--- config.mk ---
export PLATFORM = sky130hd
export DESIGN_NAME = button_mode_controller
export DESIGN_NICKNAME = d
export VERILOG_FILES = /design/src/hw/rtl/bmc_pkg.sv /design/src/hw/rtl/button_mode_controller.sv /design/src/hw/rtl/bmc_step.sv
export SDC_FILE = /design/constraint.sdc
export NUM_CORES = 1
export LEC_CHECK = 0
export BUFFER_PORTS_ARGS = -buffer_cell sky130_fd_sc_hd__buf_2
export CAP_MARGIN = 20
export CORE_MARGIN = 5
export CORE_UTILIZATION = 42
export CTS_BUF_LIST = sky130_fd_sc_hd__clkbuf_16
export DETAILED_ROUTE_END_ITERATION = 8
export PLACE_DENSITY_LB_ADDON = 0.1
export SLEW_MARGIN = 20
export SYNTH_ARGS = -nofsm -noshare
export SYNTH_HDL_FRONTEND = slang
export SYNTH_SLANG_ARGS = --single-unit
--- constraint.sdc ---
create_clock -name clk -period 19.9 [get_ports clk]
set_input_delay 4.975 -clock clk [delete_from_list [all_inputs] [get_ports clk]]
set_output_delay 4.975 -clock clk [all_outputs]
set_load 0.03 [all_outputs]
--- src/hw/rtl/bmc_pkg.sv ---
`timescale 1ns / 1ps
// ----------------------------------------------------------------------------
// bmc_pkg
// Shared types and constants for the button mode controller.
// ----------------------------------------------------------------------------
package bmc_pkg;

  // Operating modes; code 3 is never produced
  typedef enum logic [1:0] {
    MODE_IDLE   = 2'd0,
    MODE_MANUAL = 2'd1,
    MODE_LOOP   = 2'd2
  } mode_t;

  // Configuration register indexes
  localparam logic [1:0] CFG_PULSE_MIN  = 2'd0;
  localparam logic [1:0] CFG_PULSE_MAX  = 2'd1;
  localparam logic [1:0] CFG_PULSE_STEP = 2'd2;

  // Configuration reset values
  localparam logic [15:0] PULSE_MIN_RST  = 16'd1000;
  localparam logic [15:0] PULSE_MAX_RST  = 16'd2000;
  localparam logic [9:0]  PULSE_STEP_RST = 10'd10;

  // Lockout counter slots
  localparam logic [1:0] LK_SELECT = 2'd0;
  localparam logic [1:0] LK_UP     = 2'd1;
  localparam logic [1:0] LK_DOWN   = 2'd2;
  localparam logic [1:0] LK_MISC   = 2'd3;

  // Lockout loads in ticks
  localparam logic [5:0] LOCK_SELECT = 6'd20;
  localparam logic [5:0] LOCK_STEP   = 6'd10;
  localparam logic [5:0] LOCK_MISC   = 6'd50;

  // Target force in grams
  localparam logic [8:0] TARGET_START = 9'd50;
  localparam logic [8:0] TARGET_INC   = 9'd10;
  localparam logic [8:0] TARGET_MAX   = 9'd500;

  typedef struct packed {
    logic select;
    logic up;
    logic down;
    logic misc;
  } btn_t;

  typedef struct packed {
    logic [15:0] pulse_min;
    logic [15:0] pulse_max;
    logic [9:0]  pulse_step;
  } cfg_t;

  typedef struct packed {
    mode_t           mode;
    logic [3:0][5:0] lock;
    logic [8:0]      target;
    logic [15:0]     manual_pulse;
    logic            enable;
  } state_t;

  typedef struct packed {
    logic [15:0] drive_pulse;
    logic        calibrate;
  } step_res_t;

endpackage

--- src/hw/rtl/button_mode_controller.sv ---
`timescale 1ns / 1ps
// ----------------------------------------------------------------------------
// button_mode_controller
// Four-button mode, target and manual pulse controller, one tick per item.
// ----------------------------------------------------------------------------
// Each transaction is one 10 ms tick of button levels and yields one result
// transaction. A tick is captured in an input register, then the update logic
// computes the new state combinationally and loads the result register, so a
// new tick is taken every cycle unless a waiting result stalls it; out_valid
// rises after the input and result registers. The input register keeps
// accepting while a result waits, holding one more tick. Configuration writes
// are meant for idle periods only and do not touch the stored manual pulse.
module button_mode_controller import bmc_pkg::*; (
  input  logic        clk,
  input  logic        rst,
  // configuration
  input  logic        cfg_wr_en,
  input  logic [1:0]  cfg_index,
  input  logic [15:0] cfg_data,
  // input channel
  input  logic        in_valid,
  output logic        in_ready,
  input  logic        select_pressed,
  input  logic        up_pressed,
  input  logic        down_pressed,
  input  logic        misc_pressed,
  // output channel
  output logic        out_valid,
  input  logic        out_ready,
  output logic [1:0]  mode,
  output logic [15:0] drive_pulse_us,
  output logic [15:0] manual_pulse_us,
  output logic [8:0]  target_grams,
  output logic        loop_enabled,
  output logic        calibrate_request
);

  cfg_t      cfg;
  state_t    state;
  state_t    state_next;
  step_res_t res;
  logic      stage_valid;
  btn_t      stage_btn;
  logic      stage_move;

  // Configuration registers
  always_ff @(posedge clk) begin
    if (rst) begin
      cfg.pulse_min  <= PULSE_MIN_RST;
      cfg.pulse_max  <= PULSE_MAX_RST;
      cfg.pulse_step <= PULSE_STEP_RST;
    end else if (cfg_wr_en) begin
      case (cfg_index)
        CFG_PULSE_MIN:  cfg.pulse_min  <= cfg_data;
        CFG_PULSE_MAX:  cfg.pulse_max  <= cfg_data;
        CFG_PULSE_STEP: cfg.pulse_step <= cfg_data[9:0];
        default: ;
      endcase
    end
  end

  // Handshake: stage advances when the result register is free
  assign stage_move = stage_valid && (!out_valid || out_ready);
  assign in_ready   = !stage_valid || stage_move;

  // Input register
  always_ff @(posedge clk) begin
    if (rst) begin
      stage_valid <= 1'b0;
    end else if (in_ready) begin
      stage_valid <= in_valid;
    end
  end

  always_ff @(posedge clk) begin
    if (in_valid && in_ready) begin
      stage_btn <= '{select: select_pressed, up: up_pressed,
                     down: down_pressed, misc: misc_pressed};
    end
  end

  bmc_step u_step (
    .state_cur  (state),
    .cfg        (cfg),
    .btn        (stage_btn),
    .state_next (state_next),
    .res        (res)
  );

  // Controller state
  always_ff @(posedge clk) begin
    if (rst) begin
      state.mode         <= MODE_IDLE;
      state.lock         <= '0;
      state.target       <= 9'd0;
      state.manual_pulse <= PULSE_MIN_RST;
      state.enable       <= 1'b0;
    end else if (stage_move) begin
      state <= state_next;
    end
  end

  // Result register
  always_ff @(posedge clk) begin
    if (rst) begin
      out_valid <= 1'b0;
    end else if (stage_move) begin
      out_valid <= 1'b1;
    end else if (out_ready) begin
      out_valid <= 1'b0;
    end
  end

  always_ff @(posedge clk) begin
    if (stage_move) begin
      mode              <= state_next.mode;
      drive_pulse_us    <= res.drive_pulse;
      manual_pulse_us   <= state_next.manual_pulse;
      target_grams      <= state_next.target;
      loop_enabled      <= state_next.enable;
      calibrate_request <= res.calibrate;
    end
  end

  // Checks
  a_cal_idle: assert property (@(posedge clk) disable iff (rst)
    out_valid && calibrate_request |-> mode == MODE_IDLE)
    else $error("calibrate request outside idle");

  a_loop_enabled: assert property (@(posedge clk) disable iff (rst)
    out_valid && mode == MODE_LOOP |-> loop_enabled)
    else $error("closed loop without enable flag");

  a_target_max: assert property (@(posedge clk) disable iff (rst)
    state.target <= TARGET_MAX)
    else $error("target above limit");

  a_select_lock: assert property (@(posedge clk) disable iff (rst)
    stage_move && stage_btn.select && state.lock[LK_SELECT] == 6'd0
    |=> state.lock[LK_SELECT] == LOCK_SELECT - 6'd1)
    else $error("select lockout not loaded");

  a_state_hold: assert property (@(posedge clk) disable iff (rst)
    !$past(stage_move) && !$past(rst) |-> $stable(state))
    else $error("state changed without a tick");

endmodule

--- src/hw/rtl/bmc_step.sv ---
`timescale 1ns / 1ps
// ----------------------------------------------------------------------------
// bmc_step
// Per-tick update: buttons in fixed order, clamps, lockout countdown.
// ----------------------------------------------------------------------------
module bmc_step import bmc_pkg::*; (
  input  state_t    state_cur,
  input  cfg_t      cfg,
  input  btn_t      btn,
  output state_t    state_next,
  output step_res_t res
);

  logic sel_act;
  logic up_act;
  logic down_act;
  logic misc_act;

  assign sel_act  = btn.select && (state_cur.lock[LK_SELECT] == 6'd0);
  assign up_act   = btn.up     && (state_cur.lock[LK_UP]     == 6'd0);
  assign down_act = btn.down   && (state_cur.lock[LK_DOWN]   == 6'd0);
  assign misc_act = btn.misc   && (state_cur.lock[LK_MISC]   == 6'd0);

  // Next state: select, up, down, misc in order
  always_comb begin
    state_t      s;
    logic [16:0] p_up;
    logic [9:0]  t_up;
    logic [15:0] p_dn;
    s = state_cur;

    // select
    if (sel_act) begin
      case (state_cur.mode)
        MODE_IDLE: s.mode = MODE_MANUAL;
        MODE_MANUAL: begin
          s.mode   = MODE_LOOP;
          s.enable = 1'b1;
          s.target = TARGET_START;
        end
        MODE_LOOP: begin
          s.mode   = MODE_IDLE;
          s.enable = 1'b0;
        end
        default: s.mode = MODE_IDLE;
      endcase
    end

    // up
    p_up = {1'b0, s.manual_pulse} + {7'd0, cfg.pulse_step};
    t_up = {1'b0, s.target} + {1'b0, TARGET_INC};
    if (up_act) begin
      if (s.mode == MODE_LOOP) begin
        s.target = (t_up > {1'b0, TARGET_MAX}) ? TARGET_MAX : t_up[8:0];
      end else if (s.mode == MODE_MANUAL) begin
        s.manual_pulse = (p_up > {1'b0, cfg.pulse_max}) ? cfg.pulse_max : p_up[15:0];
      end
    end

    // down
    p_dn = s.manual_pulse - {6'd0, cfg.pulse_step};
    if (down_act) begin
      if (s.mode == MODE_LOOP) begin
        s.target = (s.target < TARGET_INC) ? 9'd0 : s.target - TARGET_INC;
      end else if (s.mode == MODE_MANUAL) begin
        if (s.manual_pulse < {6'd0, cfg.pulse_step}) begin
          s.manual_pulse = cfg.pulse_min;
        end else begin
          s.manual_pulse = (p_dn < cfg.pulse_min) ? cfg.pulse_min : p_dn;
        end
      end
    end

    // misc: recalibrate, back to idle
    if (misc_act) begin
      s.mode = MODE_IDLE;
    end

    // lockouts: a fresh load also counts down this tick
    s.lock[LK_SELECT] = sel_act ? LOCK_SELECT - 6'd1 :
      ((state_cur.lock[LK_SELECT] != 6'd0) ? state_cur.lock[LK_SELECT] - 6'd1 : 6'd0);
    s.lock[LK_UP] = up_act ? LOCK_STEP - 6'd1 :
      ((state_cur.lock[LK_UP] != 6'd0) ? state_cur.lock[LK_UP] - 6'd1 : 6'd0);
    s.lock[LK_DOWN] = down_act ? LOCK_STEP - 6'd1 :
      ((state_cur.lock[LK_DOWN] != 6'd0) ? state_cur.lock[LK_DOWN] - 6'd1 : 6'd0);
    s.lock[LK_MISC] = misc_act ? LOCK_MISC - 6'd1 :
      ((state_cur.lock[LK_MISC] != 6'd0) ? state_cur.lock[LK_MISC] - 6'd1 : 6'd0);

    state_next = s;
  end

  // Outputs derived from the updated state
  always_comb begin
    res.calibrate   = misc_act;
    res.drive_pulse = (state_next.mode == MODE_MANUAL) ? state_next.manual_pulse
                                                       : cfg.pulse_min;
  end

endmodule
Yosys cells after proc, flatten, opt, wreduce, memory -nomap -nowiden
Index checks and enable logic that the tools add are counted. Widths: inputs -> output; s select.

Register bits after elaboration: 145. Input bits: 27. Output and inout port bits: 47. Logic and storage cells: 98.

Add/subtract/negate cells: 8. $lt $le $gt $ge: 5. Equality and inequality tests: 7. Multiplexer cells: 31. Reduce and logical (&&, ||, !) cells: 24.

Operator list (number): $mux 16 (8); $mux 9 (6); $mux 25 (2); $mux 6 (8); $logic_not 6->1 (4); $reduce_bool 6->1 (4); $sub 6x1->6 const B (4); $add 16x10->17 (1); $gt 17x16->1 (1); $lt 16x10->1 (1); $lt 16x16->1 (1); $sub 16x10->16 (1); $add 9x4->10 const B (1); $gt 10x9->1 const B (1); $lt 9x4->1 const B (1); $sub 9x4->9 const B (1); $eq 2x1->1 const B (4); $eq 2x2->1 const B (3); $logic_and 1x1->1 (6); $reduce_and 2->1 (3); $logic_not 2->1 (2); $mux 2 (2); $pmux 2 s2 (1); $mux 1 (3); other kinds (4) (6).

Logic depth before layout (Yosys ltp)
Depth in word-level cells: 16. Depth in mapped cells: 38. Depth with buffers taken out: 37.

By module
From an unflattened synthesis, not the netlist that was laid out.

Cell total of the unflattened synthesis: 1160. Area total of the unflattened synthesis: 9783.1 sq um.

Modules (own cells, without submodules): button_mode_controller (times used 1, cells each 466, area each 5328.9 sq um, seq. area each 3393.3 sq um); bmc_step (times used 1, cells each 694, area each 4454.3 sq um, seq. area each 0.0 sq um).

Least setup slack after synthesis
Ideal clock, no wire load.

Path type: input to output. From: input port out_ready. To: output port in_ready. Arrival time: 5.378 ns. Data required time: 14.925 ns. Path slack: 9.547 ns. Stages on the path: 2. Path buffers: 0. Path through: nor2b_1 > nand2_1.

Longest elaborated chain between the ends: 3.

RTL lines: start, declared (RTL line button_mode_controller.sv:29) `input logic out_ready,`; $logic_or 1x1->1 (RTL line button_mode_controller.sv:63) `assign stage_move = stage_valid && (!out_valid || out_ready);`; $logic_and 1x1->1 (RTL line button_mode_controller.sv:63); $logic_or 1x1->1 (RTL line button_mode_controller.sv:64) `assign in_ready = !stage_valid || stage_move;`; end, declared (RTL line button_mode_controller.sv:22) `output logic in_ready,`.

Every way passes these cells.

Final worst setup path
Same ends and word-level chain as after synthesis.

==> flow_summary_export.csv <==
group,metric,value,unit
pwr,internal_power,0.604,mW
detailed_routing,dr.pass1.iters,5,
timing,finalSetupViolCount,0,
detailed_routing,ant_nets,0,
run,drv_cap,0,
synth,synth_top_area_share,20.5,%
detailed_routing,drt-wirelength-per-cell,18.5,um
pwr,p_per_area,92.4,nW/um2
clocking,clkTransAtPathRegs,0.06,ns
cells_and_area,final_common_cell,"nand2_1",
cells_and_area,final_cell_count_no_fill,1442,
global_route,overflow,0,
critical_path,critPathMostFrequentCell,"buf_2",
synth,synth_nets,1192,
timing,tns,0,ns
critical_path,worstPathArrival,5.55,ns
pwr,pwr-share-seq,35.4,%
global_route,grt_pass1_wl,42.7,mm
critical_path,start_kind,"input port",
placed_design,gp_congestion,0.901,
floorplanning,fp.dieW,160,um
timing,rsz0062_at_grt,"false",
synth,netlist_instances,1101,
pwr,power_frac_comb,32.6,%
synth,syn_area_per_cell,8.53,um2
timing,skew,0.0146,ns
timing,worstMarginPinSlew,0.900,ns
pwr,leakage,4.33,nW
detailed_routing,wl_met2,11.0,mm
floorplanning,rows,54,
synth,synth.distinct_cells,94,
clocking,cts_root_buffer,"clkbuf_16",
outcome,status,"completed",
detailed_routing,initialDrtViolationCount,569,
floorplanning,initial_core_util,42.8,%
synth,synth_ff_type,"dfxtp_1",
critical_path,critPathKind,"input port to output pin",
global_route,grt_pass1_vias,7589,
floorplanning,fp.dieH,160,um
cells_and_area,antenna_cells,0,
cells_and_area,fin_area,10500,um2
pwr,switchingPower,0.367,mW
global_route,groute.usage.overall,20.9,%
pwr,swShare,37.8,%
placed_design,port_buffers,73,
timing,fin_crit_sh,52.9,%
critical_path,crit_chain,"buf_2 > nor2b_1 > nand2_1 > buf_2",
placed_design,placed_cell_area,9950,um2
timing,max-slew-margin-rel,39.7,%
detailed_routing,highest_layer,"met4",
critical_path,max_stage_delay,0.20,ns
clocking,cts.sinks,145,
timing,fin_crit,10.52,ns
clocking,numCtsBuffers,17,
synth,yosysTopAreaCell,"dfxtp_1",
pwr,vdd_drop_max,51.9,uV
clocking,clockBufferDepth,2,
timing,finalHoldViolCount,0,
clocking,cts_htree_levels,4,
floorplanning,coreArea,22000,um2
synth,yosys_warnings,0,
pwr,clkPwrFrac,32.0,%
detailed_routing,wl_met3,1.84,mm
detailed_routing,viasPerCell,5.73,
clocking,postCtsSetupRepairBufs,0,
timing,max_freq,0.0951,GHz
detailed_routing,wirelength_met1,13.6,mm
synth,syn_area,9400,um2
detailed_routing,drcViolationCount,0,
global_route,grt_max_degree,76,
clocking,cts_resized,0,
synth,ys_top_cells_by_area,"dfxtp_1 (20%), edfxtp_1 (16%), ha_1 (8.3%), nand2_1 (5.3%), nor2_1 (5.0%)",
timing,slew_violations,0,
detailed_routing,routed_wl,26.7,mm
clocking,postCtsHoldBufs,0,
clocking,clk_latency,0.43,ns
placed_design,placedCellCount,1410,
synth,synth_edf_count,49,
critical_path,crit_slowest_cell,"nor2b_1",
clocking,cts_tree,"done",
cells_and_area,drive_gt1_share,14.6,%
critical_path,cp_max_fo,4,
cells_and_area,mostFrequentLayoutCells,"nand2_1 (132), nor2_1 (124), dfxtp_1 (96)",
global_route,antenna_found_initial,0,
floorplanning,ioPinCount,74,
placed_design,dpl.hpwl,20.1,mm
critical_path,required,14.93,ns
cells_and_area,final_nets,1240,
min_path,hold_class,"flip-flop to flip-flop",
floorplanning,die_area,25500,um2
critical_path,endpoint_kind,"output pin",
synth,seq_area_frac_synth,36.1,%
synth,ys_seq_elements,145,
synth,async_reset_ff_share,0,%
cells_and_area,syn_to_final_growth,11.9,%
detailed_routing,num_vias,8258,
[registers in the layout (all words and copies together) (netlist names)]
| signal | cells |
|---|---|
| calibrate_request | 1 |
| cfg | 42 |
| drive_pulse_us | 16 |
| loop_enabled | 1 |
| manual_pulse_us | 16 |
| mode | 2 |
| out_valid | 1 |
| stage_btn | 4 |
| stage_valid | 1 |
| state | 52 |
| target_grams | 9 |
[layout make-up]
| class | count | area [um2] |
|---|---|---|
| inverter | 71 | 268 |
| clock inverter | 15 | 138 |
| sequential | 145 | 3390 |
| fill | 2094 | 11400 |
| timing repair buffer | 80 | 418 |
| clock buffer | 17 | 425 |
| multi-input combinational | 834 | 5520 |
| tap | 280 | 350 |
[cells by family (layout without fill, tap and decap cells)]
family	count (synthesis)	count (layout)	share of synthesized area, %
adder cells (fa/ha/maj)	64	64	8.68
buffers and inverters	122	183	5.21
AO/OA/AOI/OAI	308	308	23.4
flip-flops	145	145	36.1
AND/OR/NAND/NOR	401	401	20.5
XOR/XNOR	41	41	3.82
multiplexers	20	20	2.22
[power groups by stage]
stage	logic [mW]	registers [mW]	clock network (mW)
floorplan	0.222	0.359	0
global placement	0.310	0.350	0
detailed placement	0.311	0.350	0
CTS	0.313	0.344	0.318
global route	0.350	0.346	0.332
finish	0.316	0.344	0.311
[critical path, delay by kind of cell]
family | cells | cell delay, ns
buf+inv | 2 | 0.27
simple gates | 2 | 0.29
[routing by layer]
metal  global-route usage, %  vias to the layer above
met5                       0                        -
met4                    4.54                        0
met3                    4.40                       27
met2                    29.6                      289
met1                    32.5                     3854
li1                        -                     4088
[path summary, 6_finish.rpt]
path	depth (start not counted)	start	slack [ns]	end
worst max-delay path	4	out_ready	9.38	in_ready
worst min-delay path	2	state[0]	0.45	state[0]
worst max register to register	35	cfg[0]	10.38	drive_pulse_us[13]
worst min register to register	2	state[0]	0.45	state[0]
[stage by stage]
step	setup slack (ns)	util, %	power (mW)	hold WS (ns)
floorplan	9.55	-	0.582	0.433
global placement	9.37	45.3	0.660	0.443
detailed placement	9.37	45.3	0.662	0.448
CTS	9.37	47.9	0.975	0.457
global route	9.31	47.9	1.03	0.483
finish	9.38	47.9	0.972	0.454
[synthesized netlist by cell type, types with 13 or more instances]
cell	n
a211o_1	16
a211oi_1	17
a21o_1	18
a21oi_1	88
clkbuf_1	38
dfxtp_1	96
edfxtp_1	49
ha_1	62
inv_1	70
mux2i_1	13
nand2_1	132
nand3_1	22
nor2_1	126
nor3_1	23
o21ai_0	34
o31ai_1	18
xnor2_1	25
xor2_1	16
(Power assumes the default switching activity.)
